### src/hw/rtl/erp_pkg.sv
package erp_pkg;

	// block layout within a record
	localparam int BLOCK_BITS = 10;
	localparam logic [BLOCK_BITS-1:0] PAD_START = 10'd1020;

	// field accumulator
	localparam int ACC_W = 20;
	localparam logic [ACC_W-1:0] ACC_MAX = 20'hFFFFF;

	// configuration register widths and reset values
	localparam int MIN_W = 29;
	localparam int SCALE_W = 32;
	localparam int EPP_W = 11;
	localparam logic [MIN_W-1:0] MIN_RESET = 29'd0;
	localparam logic [SCALE_W-1:0] SCALE_RESET = 32'd65536;
	localparam logic [EPP_W-1:0] EPP_RESET = 11'd1201;

	// register map
	localparam int ADDR_W = 4;
	localparam logic [1:0] REG_BLACK = 2'd0;
	localparam logic [1:0] REG_SCALE = 2'd1;
	localparam logic [1:0] REG_EPP = 2'd2;

	// character codes
	localparam logic [7:0] CH_SPACE = 8'd32;
	localparam logic [7:0] CH_TAB = 8'd9;
	localparam logic [7:0] CH_CR = 8'd13;
	localparam logic [7:0] CH_PLUS = 8'd43;
	localparam logic [7:0] CH_MINUS = 8'd45;
	localparam logic [7:0] CH_ZERO = 8'd48;
	localparam logic [7:0] CH_NINE = 8'd57;

	// field queue
	localparam int QUEUE_DEPTH = 4;
	localparam int QAW = 2;
	localparam int QCW = 3;

	typedef enum logic [1:0] {
		PH_SPACE,
		PH_DIGITS,
		PH_STOP
	} field_phase_t;

	typedef struct packed {
		logic [MIN_W-1:0]   black_q8;
		logic [SCALE_W-1:0] scale;
		logic [EPP_W-1:0]   epp;
	} cfg_t;

	typedef struct packed {
		logic [ACC_W-1:0] mag;
		logic             neg;
		logic             last;
	} field_item_t;

	typedef struct packed {
		logic           full;
		logic           empty;
		logic [QCW-1:0] count;
	} queue_stat_t;

endpackage

### src/hw/rtl/erp_regs.sv
module erp_regs
	import erp_pkg::*;
(
	input  logic              clk,
	input  logic              arst_n,
	input  logic              psel,
	input  logic              penable,
	input  logic              pwrite,
	input  logic [ADDR_W-1:0] paddr,
	input  logic [31:0]       pwdata,
	output logic [31:0]       prdata,
	output logic              pready,
	output cfg_t              cfg
);

	logic [MIN_W-1:0]   min_q;
	logic [SCALE_W-1:0] scale_q;
	logic [EPP_W-1:0]   epp_q;
	logic               wr_en;
	logic [1:0]         reg_idx;

	assign pready  = 1'b1;
	assign reg_idx = paddr[3:2];
	assign wr_en   = psel & penable & pwrite;

	// register writes
	always_ff @(posedge clk or negedge arst_n) begin
		if (!arst_n) begin
			min_q   <= MIN_RESET;
			scale_q <= SCALE_RESET;
			epp_q   <= EPP_RESET;
		end else if (wr_en) begin
			case (reg_idx)
				REG_BLACK:    min_q <= pwdata[MIN_W-1:0];
				REG_SCALE:    scale_q <= pwdata;
				REG_EPP:      epp_q <= pwdata[EPP_W-1:0];
				default: ;
			endcase
		end
	end

	// read mux
	always_comb begin
		case (reg_idx)
			REG_BLACK:    prdata = {{(32-MIN_W){1'b0}}, min_q};
			REG_SCALE:    prdata = scale_q;
			REG_EPP:      prdata = {{(32-EPP_W){1'b0}}, epp_q};
			default:      prdata = 32'd0;
		endcase
	end

	assign cfg = '{black_q8: min_q, scale: scale_q, epp: epp_q};

endmodule

### src/hw/rtl/erp_front.sv
module erp_front
	import erp_pkg::*;
#(
	parameter int RECORD_BYTES = 8192,
	parameter int HEADER_BYTES = 144,
	parameter int FIELD_CHARS  = 6
) (
	input  logic        clk,
	input  logic        arst_n,
	input  logic        in_valid,
	output logic        in_ready,
	input  logic [7:0]  ascii_byte,
	input  logic        record_start,
	input  cfg_t        cfg,
	input  logic        q_full,
	output logic        push,
	output field_item_t item
);

	localparam int PW = $clog2(RECORD_BYTES);
	localparam int CW = $clog2(FIELD_CHARS + 1);
	localparam logic [PW-1:0] HDR = PW'(HEADER_BYTES);
	localparam logic [PW:0]   REC_END = (PW + 1)'(RECORD_BYTES);
	localparam logic [CW-1:0] FLD_END = CW'(FIELD_CHARS);

	logic [PW-1:0]    pos_q;
	logic [EPP_W-1:0] idx_q;
	logic [CW-1:0]    cnt_q;
	logic [ACC_W-1:0] acc_q;
	logic             neg_q;
	field_phase_t     ph_q;

	logic [PW-1:0]    pos_n;
	logic [EPP_W-1:0] idx_n;
	logic [CW-1:0]    cnt_n;
	logic [ACC_W-1:0] acc_n;
	logic             neg_n;
	field_phase_t     ph_n;

	logic [PW-1:0]    p;
	logic [EPP_W-1:0] idx;
	logic [CW-1:0]    cnt;
	logic [ACC_W-1:0] acc;
	logic             neg;
	field_phase_t     ph;

	logic [ACC_W-1:0] acc_t;
	logic             neg_t;
	field_phase_t     ph_t;
	logic             take_digit;
	logic [23:0]      acc_sum;
	logic [CW-1:0]    cnt_inc;
	logic [PW:0]      pos_inc;
	logic             active;
	logic             emit;
	logic             is_ws;
	logic             is_digit;
	logic             is_sign;
	logic             accept;

	assign in_ready = ~q_full;
	assign accept   = in_valid & in_ready;
	assign push     = accept & emit;

	// character classes
	assign is_ws    = (ascii_byte == CH_SPACE) || (ascii_byte >= CH_TAB && ascii_byte <= CH_CR);
	assign is_digit = (ascii_byte >= CH_ZERO) && (ascii_byte <= CH_NINE);
	assign is_sign  = (ascii_byte == CH_PLUS) || (ascii_byte == CH_MINUS);

	// parse step for one beat
	always_comb begin
		// a record start resyncs everything before the byte is used
		p   = record_start ? '0 : pos_q;
		idx = record_start ? '0 : idx_q;
		cnt = record_start ? '0 : cnt_q;
		acc = record_start ? '0 : acc_q;
		neg = record_start ? 1'b0 : neg_q;
		ph  = record_start ? PH_SPACE : ph_q;

		active = (p >= HDR) && (p[BLOCK_BITS-1:0] < PAD_START) && (idx < cfg.epp);

		ph_t       = ph;
		neg_t      = neg;
		take_digit = 1'b0;
		case (ph)
			PH_SPACE: begin
				if (is_ws) begin
					ph_t = PH_SPACE;
				end else if (is_sign) begin
					neg_t = (ascii_byte == CH_MINUS);
					ph_t  = PH_DIGITS;
				end else if (is_digit) begin
					ph_t       = PH_DIGITS;
					take_digit = 1'b1;
				end else begin
					ph_t = PH_STOP;
				end
			end
			PH_DIGITS: begin
				if (is_digit) begin
					take_digit = 1'b1;
				end else begin
					ph_t = PH_STOP;
				end
			end
			default: ph_t = ph;
		endcase

		// acc*10 + digit, saturating
		acc_sum = 24'({acc, 3'b000}) + 24'({acc, 1'b0}) + 24'(ascii_byte[3:0]);
		if (!take_digit) begin
			acc_t = acc;
		end else if (acc_sum > 24'(ACC_MAX)) begin
			acc_t = ACC_MAX;
		end else begin
			acc_t = acc_sum[ACC_W-1:0];
		end

		cnt_inc = cnt + 1'b1;
		emit    = active && (cnt_inc >= FLD_END);

		idx_n = idx;
		cnt_n = cnt;
		acc_n = acc;
		neg_n = neg;
		ph_n  = ph;
		if (active) begin
			cnt_n = cnt_inc;
			acc_n = acc_t;
			neg_n = neg_t;
			ph_n  = ph_t;
		end
		if (emit) begin
			idx_n = idx + 1'b1;
			cnt_n = '0;
			acc_n = '0;
			neg_n = 1'b0;
			ph_n  = PH_SPACE;
		end

		// record end wraps as if a new record started
		pos_inc = {1'b0, p} + 1'b1;
		if (pos_inc >= REC_END) begin
			pos_n = '0;
			idx_n = '0;
			cnt_n = '0;
			acc_n = '0;
			neg_n = 1'b0;
			ph_n  = PH_SPACE;
		end else begin
			pos_n = pos_inc[PW-1:0];
		end

		item.mag  = acc_t;
		item.neg  = neg_t;
		item.last = (EPP_W'(idx + 1'b1) == cfg.epp);
	end

	// parser state
	always_ff @(posedge clk or negedge arst_n) begin
		if (!arst_n) begin
			pos_q <= '0;
			idx_q <= '0;
			cnt_q <= '0;
			acc_q <= '0;
			neg_q <= 1'b0;
			ph_q  <= PH_SPACE;
		end else if (accept) begin
			pos_q <= pos_n;
			idx_q <= idx_n;
			cnt_q <= cnt_n;
			acc_q <= acc_n;
			neg_q <= neg_n;
			ph_q  <= ph_n;
		end
	end

endmodule

### src/hw/rtl/erp_queue.sv
module erp_queue
	import erp_pkg::*;
(
	input  logic        clk,
	input  logic        arst_n,
	input  logic        push,
	input  field_item_t push_item,
	input  logic        pop,
	output field_item_t head,
	output queue_stat_t stat
);

	field_item_t    mem_q [QUEUE_DEPTH];
	logic [QAW-1:0] wr_ptr_q;
	logic [QAW-1:0] rd_ptr_q;
	logic [QCW-1:0] count_q;

	assign head       = mem_q[rd_ptr_q];
	assign stat.count = count_q;
	assign stat.full  = (count_q == QCW'(QUEUE_DEPTH));
	assign stat.empty = (count_q == '0);

	// entry storage
	always_ff @(posedge clk) begin
		if (push) begin
			mem_q[wr_ptr_q] <= push_item;
		end
	end

	// pointers and fill level
	always_ff @(posedge clk or negedge arst_n) begin
		if (!arst_n) begin
			wr_ptr_q <= '0;
			rd_ptr_q <= '0;
			count_q  <= '0;
		end else begin
			if (push) begin
				wr_ptr_q <= wr_ptr_q + 1'b1;
			end
			if (pop) begin
				rd_ptr_q <= rd_ptr_q + 1'b1;
			end
			case ({push, pop})
				2'b10:   count_q <= count_q + 1'b1;
				2'b01:   count_q <= count_q - 1'b1;
				default: count_q <= count_q;
			endcase
		end
	end

endmodule

### src/hw/rtl/erp_back.sv
module erp_back
	import erp_pkg::*;
(
	input  logic        clk,
	input  logic        arst_n,
	input  cfg_t        cfg,
	input  logic        head_valid,
	input  field_item_t head,
	output logic        pop,
	output logic        out_valid,
	input  logic        out_ready,
	output logic [7:0]  pixel,
	output logic        last_in_profile
);

	logic        v_s1, v_s2, v_s3;
	logic [29:0] mag_s1;
	logic        neg_s1, last_s1;
	logic [7:0]  q_s2;
	logic        neg_s2, last_s2;
	logic [7:0]  pix_s3;
	logic        last_s3;

	logic        adv1, adv2, adv3;
	logic [20:0] elev;
	logic [29:0] diff;
	logic [61:0] prod;

	// stall chain, output register last
	assign adv3 = ~v_s3 | out_ready;
	assign adv2 = ~v_s2 | adv3;
	assign adv1 = ~v_s1 | adv2;
	assign pop  = head_valid & adv1;

	// offset from black level in q8, then magnitude
	always_comb begin
		elev = head.neg ? (21'd0 - {1'b0, head.mag}) : {1'b0, head.mag};
		diff = {elev[20], elev, 8'h00} - {cfg.black_q8[MIN_W-1], cfg.black_q8};
	end

	assign prod = 62'(mag_s1) * 62'(cfg.scale);

	always_ff @(posedge clk or negedge arst_n) begin
		if (!arst_n) begin
			v_s1 <= 1'b0;
			v_s2 <= 1'b0;
			v_s3 <= 1'b0;
		end else begin
			if (adv1) begin
				v_s1 <= head_valid;
			end
			if (adv2) begin
				v_s2 <= v_s1;
			end
			if (adv3) begin
				v_s3 <= v_s2;
			end
		end
	end

	always_ff @(posedge clk) begin
		if (adv1) begin
			mag_s1  <= diff[29] ? (30'd0 - diff) : diff;
			neg_s1  <= diff[29];
			last_s1 <= head.last;
		end
		// q24 product shifted down, low eight bits kept
		if (adv2) begin
			q_s2    <= prod[31:24];
			neg_s2  <= neg_s1;
			last_s2 <= last_s1;
		end
		// sign reapplied after truncation
		if (adv3) begin
			pix_s3  <= neg_s2 ? (8'd0 - q_s2) : q_s2;
			last_s3 <= last_s2;
		end
	end

	assign out_valid       = v_s3;
	assign pixel           = pix_s3;
	assign last_in_profile = last_s3;

endmodule

### src/hw/rtl/elevation_record_to_pixel_top.sv
// Elevation record to grey pixel converter. Takes one ASCII byte of an
// elevation profile record per beat, skips the record header and the pad
// bytes at the end of each 1024-byte block, parses fixed-width fields by atoi
// rules and produces one 8-bit pixel per field, (elevation - min) * scale
// truncated toward zero, with last_in_profile on the final counted field. A
// byte is accepted every cycle while the four-entry field queue has room;
// the parser updates its counters and accumulator in the cycle of the beat.
// A pixel leaves after its field's last byte once out_ready allows, passing
// through the field queue, the offset stage, the 30 x 32 multiplier and
// the output register. Sustained rate is one byte per cycle with out_ready
// held high. Registers: black level (signed q8) at 0x0, scale_q16 at 0x4,
// elevations_per_profile at 0x8; write only while no pixel is pending.
module elevation_record_to_pixel_top
	import erp_pkg::*;
#(
	parameter int RECORD_BYTES = 8192,
	parameter int HEADER_BYTES = 144,
	parameter int FIELD_CHARS  = 6
) (
	input  logic              clk,
	input  logic              arst_n,
	input  logic              psel,
	input  logic              penable,
	input  logic              pwrite,
	input  logic [ADDR_W-1:0] paddr,
	input  logic [31:0]       pwdata,
	output logic [31:0]       prdata,
	output logic              pready,
	input  logic              in_valid,
	output logic              in_ready,
	input  logic [7:0]        ascii_byte,
	input  logic              record_start,
	output logic              out_valid,
	input  logic              out_ready,
	output logic [7:0]        pixel,
	output logic              last_in_profile
);

	cfg_t        cfg;
	logic        push;
	logic        pop;
	field_item_t push_item;
	field_item_t head;
	queue_stat_t stat;

	erp_regs u_regs (
		.clk     (clk),
		.arst_n  (arst_n),
		.psel    (psel),
		.penable (penable),
		.pwrite  (pwrite),
		.paddr   (paddr),
		.pwdata  (pwdata),
		.prdata  (prdata),
		.pready  (pready),
		.cfg     (cfg)
	);

	erp_front #(
		.RECORD_BYTES (RECORD_BYTES),
		.HEADER_BYTES (HEADER_BYTES),
		.FIELD_CHARS  (FIELD_CHARS)
	) u_front (
		.clk          (clk),
		.arst_n       (arst_n),
		.in_valid     (in_valid),
		.in_ready     (in_ready),
		.ascii_byte   (ascii_byte),
		.record_start (record_start),
		.cfg          (cfg),
		.q_full       (stat.full),
		.push         (push),
		.item         (push_item)
	);

	erp_queue u_queue (
		.clk       (clk),
		.arst_n    (arst_n),
		.push      (push),
		.push_item (push_item),
		.pop       (pop),
		.head      (head),
		.stat      (stat)
	);

	erp_back u_back (
		.clk             (clk),
		.arst_n          (arst_n),
		.cfg             (cfg),
		.head_valid      (~stat.empty),
		.head            (head),
		.pop             (pop),
		.out_valid       (out_valid),
		.out_ready       (out_ready),
		.pixel           (pixel),
		.last_in_profile (last_in_profile)
	);

	// queue never overflows from the front
	a_no_push_full: assert property (@(posedge clk) disable iff (!arst_n)
		push |-> !stat.full)
		else $error("field pushed into full queue");

	// fill level tracks pushes and pops
	a_count_up: assert property (@(posedge clk) disable iff (!arst_n)
		(push && !pop) |=> (stat.count == QCW'($past(stat.count) + 1'b1)))
		else $error("queue count missed a push");

	a_count_down: assert property (@(posedge clk) disable iff (!arst_n)
		(pop && !push) |=> (stat.count == QCW'($past(stat.count) - 1'b1)))
		else $error("queue count missed a pop");

endmodule
### config.mk
export PLATFORM = sky130hd
export DESIGN_NAME = elevation_record_to_pixel_top
export DESIGN_NICKNAME = d
export VERILOG_FILES = /design/src/hw/rtl/erp_pkg.sv /design/src/hw/rtl/erp_regs.sv /design/src/hw/rtl/erp_front.sv /design/src/hw/rtl/erp_queue.sv /design/src/hw/rtl/erp_back.sv /design/src/hw/rtl/elevation_record_to_pixel_top.sv
export SDC_FILE = /design/constraint.sdc
export NUM_CORES = 2
export LEC_CHECK = 0
export ABC_AREA = 1
export ABC_CLOCK_PERIOD_IN_PS = 9250
export BUFFER_PORTS_ARGS = -buffer_cell sky130_fd_sc_hd__buf_2
export CAP_MARGIN = 20
export CORE_UTILIZATION = 25
export CTS_BUF_LIST = sky130_fd_sc_hd__clkbuf_2
export DETAILED_ROUTE_END_ITERATION = 10
export GPL_ROUTABILITY_DRIVEN = 0
export PLACE_DENSITY = 0.45
export SYNTH_ARGS = -nofsm -noshare
export SYNTH_HDL_FRONTEND = slang
export SYNTH_HIERARCHICAL = 1
export SYNTH_SLANG_ARGS = --single-unit
### constraint.sdc
create_clock -name clk -period 9.25 [get_ports clk]
set_input_delay 1.85 -clock clk [delete_from_list [all_inputs] [get_ports clk]]
set_output_delay 1.85 -clock clk [all_outputs]
set_load 0.005 [all_outputs]
After elaboration in Yosys (flattened, before gate mapping)
Memories as Yosys holds them, arrays and structs flattened.
Index checks and enable logic that the tools add are counted.
{"block": "op_classes", "n_addsub": 13, "multipliers": 1, "magnitude_cmp": 10, "eq_ne": 10, "mux": 42, "bitwise_logic": 13, "reduce_logical": 14}
{"cell": "20-bit 2-to-1 mux", "n": 6}
{"cell": "32-bit case mux with 3 select lines", "n": 1}
{"cell": "11-bit 2-to-1 mux", "n": 3}
{"cell": "30-bit by 32-bit multiplier with 32-bit output", "n": 1}
{"cell": "1-bit by 30-bit subtractor with 30-bit output, first input constant", "n": 1}
{"cell": "29-bit by 29-bit subtractor with 30-bit output", "n": 1}
{"cell": "29-bit 2-to-1 mux", "n": 1}
{"cell": "13-bit 2-to-1 mux", "n": 2}
{"cell": "23-bit by 21-bit adder with 24-bit output", "n": 1}
{"cell": "24-bit by 4-bit adder with 24-bit output", "n": 1}
{"cell": "8-bit by 6-bit equality test with 1-bit output, second input constant", "n": 3}
{"cell": "24-bit by 20-bit > comparator with 1-bit output, second input constant", "n": 1}
{"cell": "21-bit 2-to-1 mux", "n": 1}
{"cell": "1-bit by 20-bit subtractor with 21-bit output, first input constant", "n": 1}
{"cell": "2-bit 2-to-1 mux", "n": 8}
{"cell": "13-bit by 1-bit adder with 14-bit output, second input constant", "n": 1}
{"cell": "14-bit greater-or-equal comparator, second input constant", "n": 1}
{"cell": "13-bit by 8-bit greater-or-equal comparator with 1-bit output, second input constant", "n": 1}
{"cell": "1-bit 2-to-1 mux", "n": 12}
{"cell": "3-bit 2-to-1 mux", "n": 4}
{"cell": "11-bit by 1-bit adder with 11-bit output, second input constant", "n": 1}
{"cell": "11-bit equality test", "n": 1}
{"cell": "11-bit less-than comparator", "n": 1}
{"cell": "10-bit less-than comparator, second input constant", "n": 1}
{"cell": "25 further kinds", "n": 48}
{"block": "totals", "ff_bits": 183, "ramBits": 88, "in_bits": 52, "output_inout_bits": 44, "word_cells": 128, "memories": 1}
{"memory": "u_queue.mem_q", "depth": 4, "word_bits": 22, "read_ports": 1, "rd_ports_with_merged_regs": 0, "wr": 1, "line": "erp_queue.sv:13", "text": "field_item_t mem_q [QUEUE_DEPTH];"}

Longest topological paths before layout
{"block": "depth", "depth_word": 10, "depth_mapped": 33, "mapped_depth_nobuf": 32}

Hierarchy
The synthesis kept the hierarchy.
{"mod": "erp_back", "instances": 1, "cells_per_inst": 2910, "area_each_um2": 21369.2}
{"mod": "erp_front", "instances": 1, "cells_per_inst": 945, "area_each_um2": 5914.4}
{"mod": "erp_queue", "instances": 1, "cells_per_inst": 305, "area_each_um2": 4057.6}
{"mod": "erp_regs", "instances": 1, "cells_per_inst": 433, "area_each_um2": 3273.1}
{"mod": "elevation_record_to_pixel_top", "instances": 1, "cells_per_inst": 1, "area_each_um2": 3.8}

Least setup slack after synthesis
Ideal clock, no wire load.
{"block": "synth_path", "path_type": "register to register", "from": "register u_regs.scale_q[12]", "to": "register u_back.q_s2[4] (data pin)", "setup_time_ns": 0.262, "arrival_ns": 6.492, "required_time_ns": 8.988, "slack_ns": 2.495, "stages_incl_launch_ff": 27, "n_path_buf": 2, "period_less_slack_ns": 6.755, "path_cell_list": "dfrtp_1 clkbuf_1 clkbuf_1 nand2_1 inv_1 fa_1 fa_1 fa_1 inv_1 fa_1 inv_1 fa_1 inv_1 fa_1 inv_1 fa_1 inv_1 fa_1 inv_1 ha_1 nand2_1 o31a_1 o21ai_0 a21oi_1 nor2_1 a21oi_1 xor2_1"}
{"block": "synth_via", "elab_chain_cells": 1}
{"element": "start, declared", "line": "erp_regs.sv:17", "text": "logic [SCALE_W-1:0] scale_q;"}
{"element": "start signal, assigned", "line": "erp_regs.sv:35", "text": "REG_SCALE: scale_q <= pwdata;"}
{"element": "30-bit by 32-bit multiplier with 32-bit output", "line": "erp_back.sv:41", "text": "assign prod = 62'(mag_s1) * 62'(cfg.scale);"}
{"element": "via u_back.prod[28]", "line": "erp_back.sv:27", "text": "logic [61:0] prod;"}
{"element": "end signal, assigned", "line": "erp_back.sv:69", "text": "q_s2 <= prod[31:24];"}
{"element": "end, declared", "line": "erp_back.sv:19", "text": "logic [7:0] q_s2;"}
The timed path passes the listed nets, and every way through them passes these cells.
A chain may end at the register's enable or synchronous reset.

Worst setup path in the final report
{"block": "layout_path", "from": "register u_regs.scale_q[12]", "to": "register u_back.q_s2[6] (data pin)"}
The elaborated chain is that of the path after synthesis.

==> run_results.csv <==
group,metric,value,unit
worst_setup_path,worst-path-max-fanout,17,
finish,syn_to_final_growth,8.732,%
finish,fillers,15162,
drt,antenna_left,0,
placed_design,dp_hpwl,82.45,mm
run,maxCapViolCount,0,
sta,setup_violations,0,
die,rows,136,
worst_setup_path,critPathKind,"reg2reg",
cts,cts_root_buf,"clkbuf_2",
die,die_w,374.1,um
die,io_pins,96,
finish,final_cells,6513,
cts,clk_pin_slew,0.10,ns
grt,grt_pass1_vias,28806,
cts,numCtsBuffers,79,
finish,stdcell_area,0.03764,mm^2
cts,clk_latency,1.14,ns
sta,fin_skew,0.1412,ns
grt,grt-ovfl-total,0,
yosys,ys_ff_latch,271,
hold_path,hold_path.class,"reg2reg",
die,fp.dieH,374.1,um
sta,final.min_clock_period,7.555,ns
yosys,avgSynthCellArea,7.536,um^2
finish,drive_gt1_share,9.498,%
cts,cts_tree,"yes",
worst_setup_path,startpoint_type,"flop",
sta,drv_slew,0,
drt,vias,27896,
cts,cts_hold_buf,0,
yosys,synth-main-ff-cell,"edfxtp_1",
grt,grt_first_pass_wirelength,166.7,mm
drt,drt_wl_total,105.0,mm
yosys,synth_cells,4594,
placed_design,place_area,0.03688,mm^2
yosys,syn-num-nets,5254,
yosys,ys_warn_count,6,
worst_setup_path,cp.required,10.06,ns
finish,multiInputGateArea,0.02193,mm^2
die,initial_utilization,25.18,%
worst_setup_path,cp.arrival,8.37,ns
placed_design,port_buffers,92,
yosys,postSynth.asyncResetShare,48.71,%
run_status,status,"finished, final reports clean",
die,coreArea,0.1375,mm^2
drt,drtPass1Iterations,5,
grt,gr-usage-all-layers,15.33,%
sta,rsz0062_at_grt,"false",
sta,tightest_slew,1.181,ns
cts,clock_path_buffers,3,
placed_design,dp.cells,6368,
yosys,ys_types,58,
die,die_area,0.1400,mm^2
grt,antenna_found_initial,4,
sta,max_freq,132.4,MHz
yosys,synth_edf_count,139,
sta,fin_crit_sh,81.68,%
drt,drt_iter0_markers,1606,
drt,drc,0,
yosys,seq_area_frac_synth,21.62,%
sta,finalHoldViolations,0,
drt,vias_per_cell,4.283,
cts,cts_resized,0,
cts,postCtsSetupRepairBufs,0,
cts,htreeDepth,3,
finish,nNetsFinal,5316,
drt,wl_per_cell,16.12,um
yosys,netlist_area,0.03462,mm^2
finish,seq_area,0.007487,mm^2
worst_setup_path,end_kind,"flop",
sta,relSlewSlack,21.26,%
cts,cts_sinks,271,
grt,grt_max_degree,73,
sta,tns,0,ns
-- routing by layer --
layer  up-vias  routed length, um  GRT usage (%)
li1      13698                  -              -
met1     13570              49730          20.98
met2       511              48690          25.48
met3       113               4178          1.669
met4         4               2394          4.170
met5         -                 27              0
-- synth_stat cells, types with 8 or more instances --
library cell	number	area share, %
xnor2_1	47	1.2
buf_1	9	0.098
a21oi_1	90	1.3
clkbuf_1	90	0.98
inv_2	18	0.20
fa_1	410	24
nand2_2	36	0.65
nand3_2	8	0.23
xor2_1	89	2.3
nor2_1	175	1.9
nor2_4	15	0.49
nand3b_1	14	0.30
inv_1	1127	12
nand4_1	34	0.61
dfrtp_1	126	9.1
nor3_1	32	0.46
a21oi_2	18	0.46
nor2_2	18	0.33
buf_4	11	0.24
buf_6	18	0.59
nand3_1	141	2.0
o21ai_0	64	0.93
edfxtp_1	139	12
o211ai_2	21	0.76
ha_1	198	7.2
o211ai_1	29	0.63
nand2_1	1490	16
buf_2	37	0.53
-- metrics by stage --
| stage | utilization, % | hold slack, ns | worst slack (ns) |
|---|---|---|---|
| 2_1_floorplan | - | 0.4003 | 2.495 |
| 3_3_place_gp | 26.82 | 0.4121 | 1.700 |
| 3_5_place_dp | 26.82 | 0.4061 | 1.652 |
| 4_1_cts | 27.35 | 0.4300 | 1.600 |
| 5_1_grt | 27.38 | 0.4447 | 1.327 |
| 6_report | 27.38 | 0.4291 | 1.695 |
-- worst max-delay path, stage by stage, from the launching register on --
cell and delay, ns:
dfrtp_1 1.11, nand2_1 0.11, inv_1 0.11, fa_1 0.44, fa_1 0.51, inv_1 0.05
fa_1 0.50, fa_1 0.53, inv_1 0.06, fa_1 0.47, fa_1 0.53, fa_1 0.56
inv_1 0.06, fa_1 0.61, inv_1 0.07, ha_1 0.38, nand2_1 0.12, inv_1 0.10
nand3_1 0.11, nor3_1 0.37, nor3_1 0.09, a21oi_1 0.18, a21oi_1 0.07, xor2_1 0.14
-- registers in the layout, indices dropped and copies added, names as in the netlist, 2 cells and up --
signal	count
u_back/mag_s1	30
u_back/pixel	8
u_back/q_s2	8
u_front/acc_q	20
u_front/cnt_q	3
u_front/idx_q	11
u_front/ph_q	2
u_front/pos_q	13
u_queue/count_q	3
u_queue/mem_q	88
u_queue/rd_ptr_q	2
u_queue/wr_ptr_q	2
u_regs/epp_q	11
u_regs/min_q	29
u_regs/scale_q	32
-- cells by family after synthesis --
group	synth area share, %
AO/OA/AOI/OAI	4.937
XOR/XNOR	3.600
adder cells (fa/ha/maj)	30.87
buffers and inverters	15.05
flip-flops	21.62
other	0.01083
AND/OR/NAND/NOR	23.91
-- cells in the final DEF, fill, tap and decap left out, types with 13 or more instances in the layout --
cell | netlist | final
clkinv_1 | 1 | 13
nand4_1 | 34 | 34
buf_4 | 11 | 58
nor2_4 | 15 | 15
nand2_2 | 36 | 36
a21oi_1 | 90 | 90
nor2_2 | 18 | 20
inv_2 | 18 | 18
clkbuf_2 | 2 | 123
inv_1 | 1127 | 1127
buf_2 | 37 | 91
o211ai_1 | 29 | 29
nand2_1 | 1490 | 1490
edfxtp_1 | 139 | 139
a21oi_2 | 18 | 18
dfrtp_1 | 126 | 124
o211ai_2 | 21 | 21
fa_1 | 410 | 410
nand3b_1 | 14 | 14
nor2_1 | 175 | 173
ha_1 | 198 | 198
nor3_1 | 32 | 32
xor2_1 | 89 | 89
nand3_1 | 141 | 141
xnor2_1 | 47 | 47
o21ai_0 | 64 | 64
-- worst paths after layout --
| kind | from | end | slack (ns) | depth (start not counted) |
|---|---|---|---|---|
| worst min-delay path | u_back/last_s2$_DFFE_PP_ | u_back/last_in_profile$_DFFE_PP_ | 0.43 | 0 |
| min in group asynchronous | arst_n | u_regs/scale_q[15]$_DFFE_PN0P_ | 0.82 | 1 |
| worst max register to register | u_regs/scale_q[12]$_DFFE_PN0P_ | u_back/q_s2[6]$_DFFE_PP_ | 1.69 | 23 |
| worst max-delay path | u_regs/scale_q[12]$_DFFE_PN0P_ | u_back/q_s2[6]$_DFFE_PP_ | 1.69 | 23 |
| max in group asynchronous | arst_n | u_queue/rd_ptr_q[0]$_DFFE_PN0P_ | 6.88 | 2 |
| worst min register to register | u_back/last_s2$_DFFE_PP_ | u_back/last_in_profile$_DFFE_PP_ | 0.43 | 0 |
-- layout make-up --
class,instances,share of cell area [%]
clock buffers,123,1.635
diodes,2,0.01330
flip-flops and latches,271,19.89
repair buffers,151,2.470
multi-input cells,3005,58.25
well taps,1794,5.963
inverters,1148,11.46
clock inverters,19,0.3125
Power is left out: the tool's default activity adds up to more than one toggle a clock period on the data nets, which glitch-free logic cannot reach.
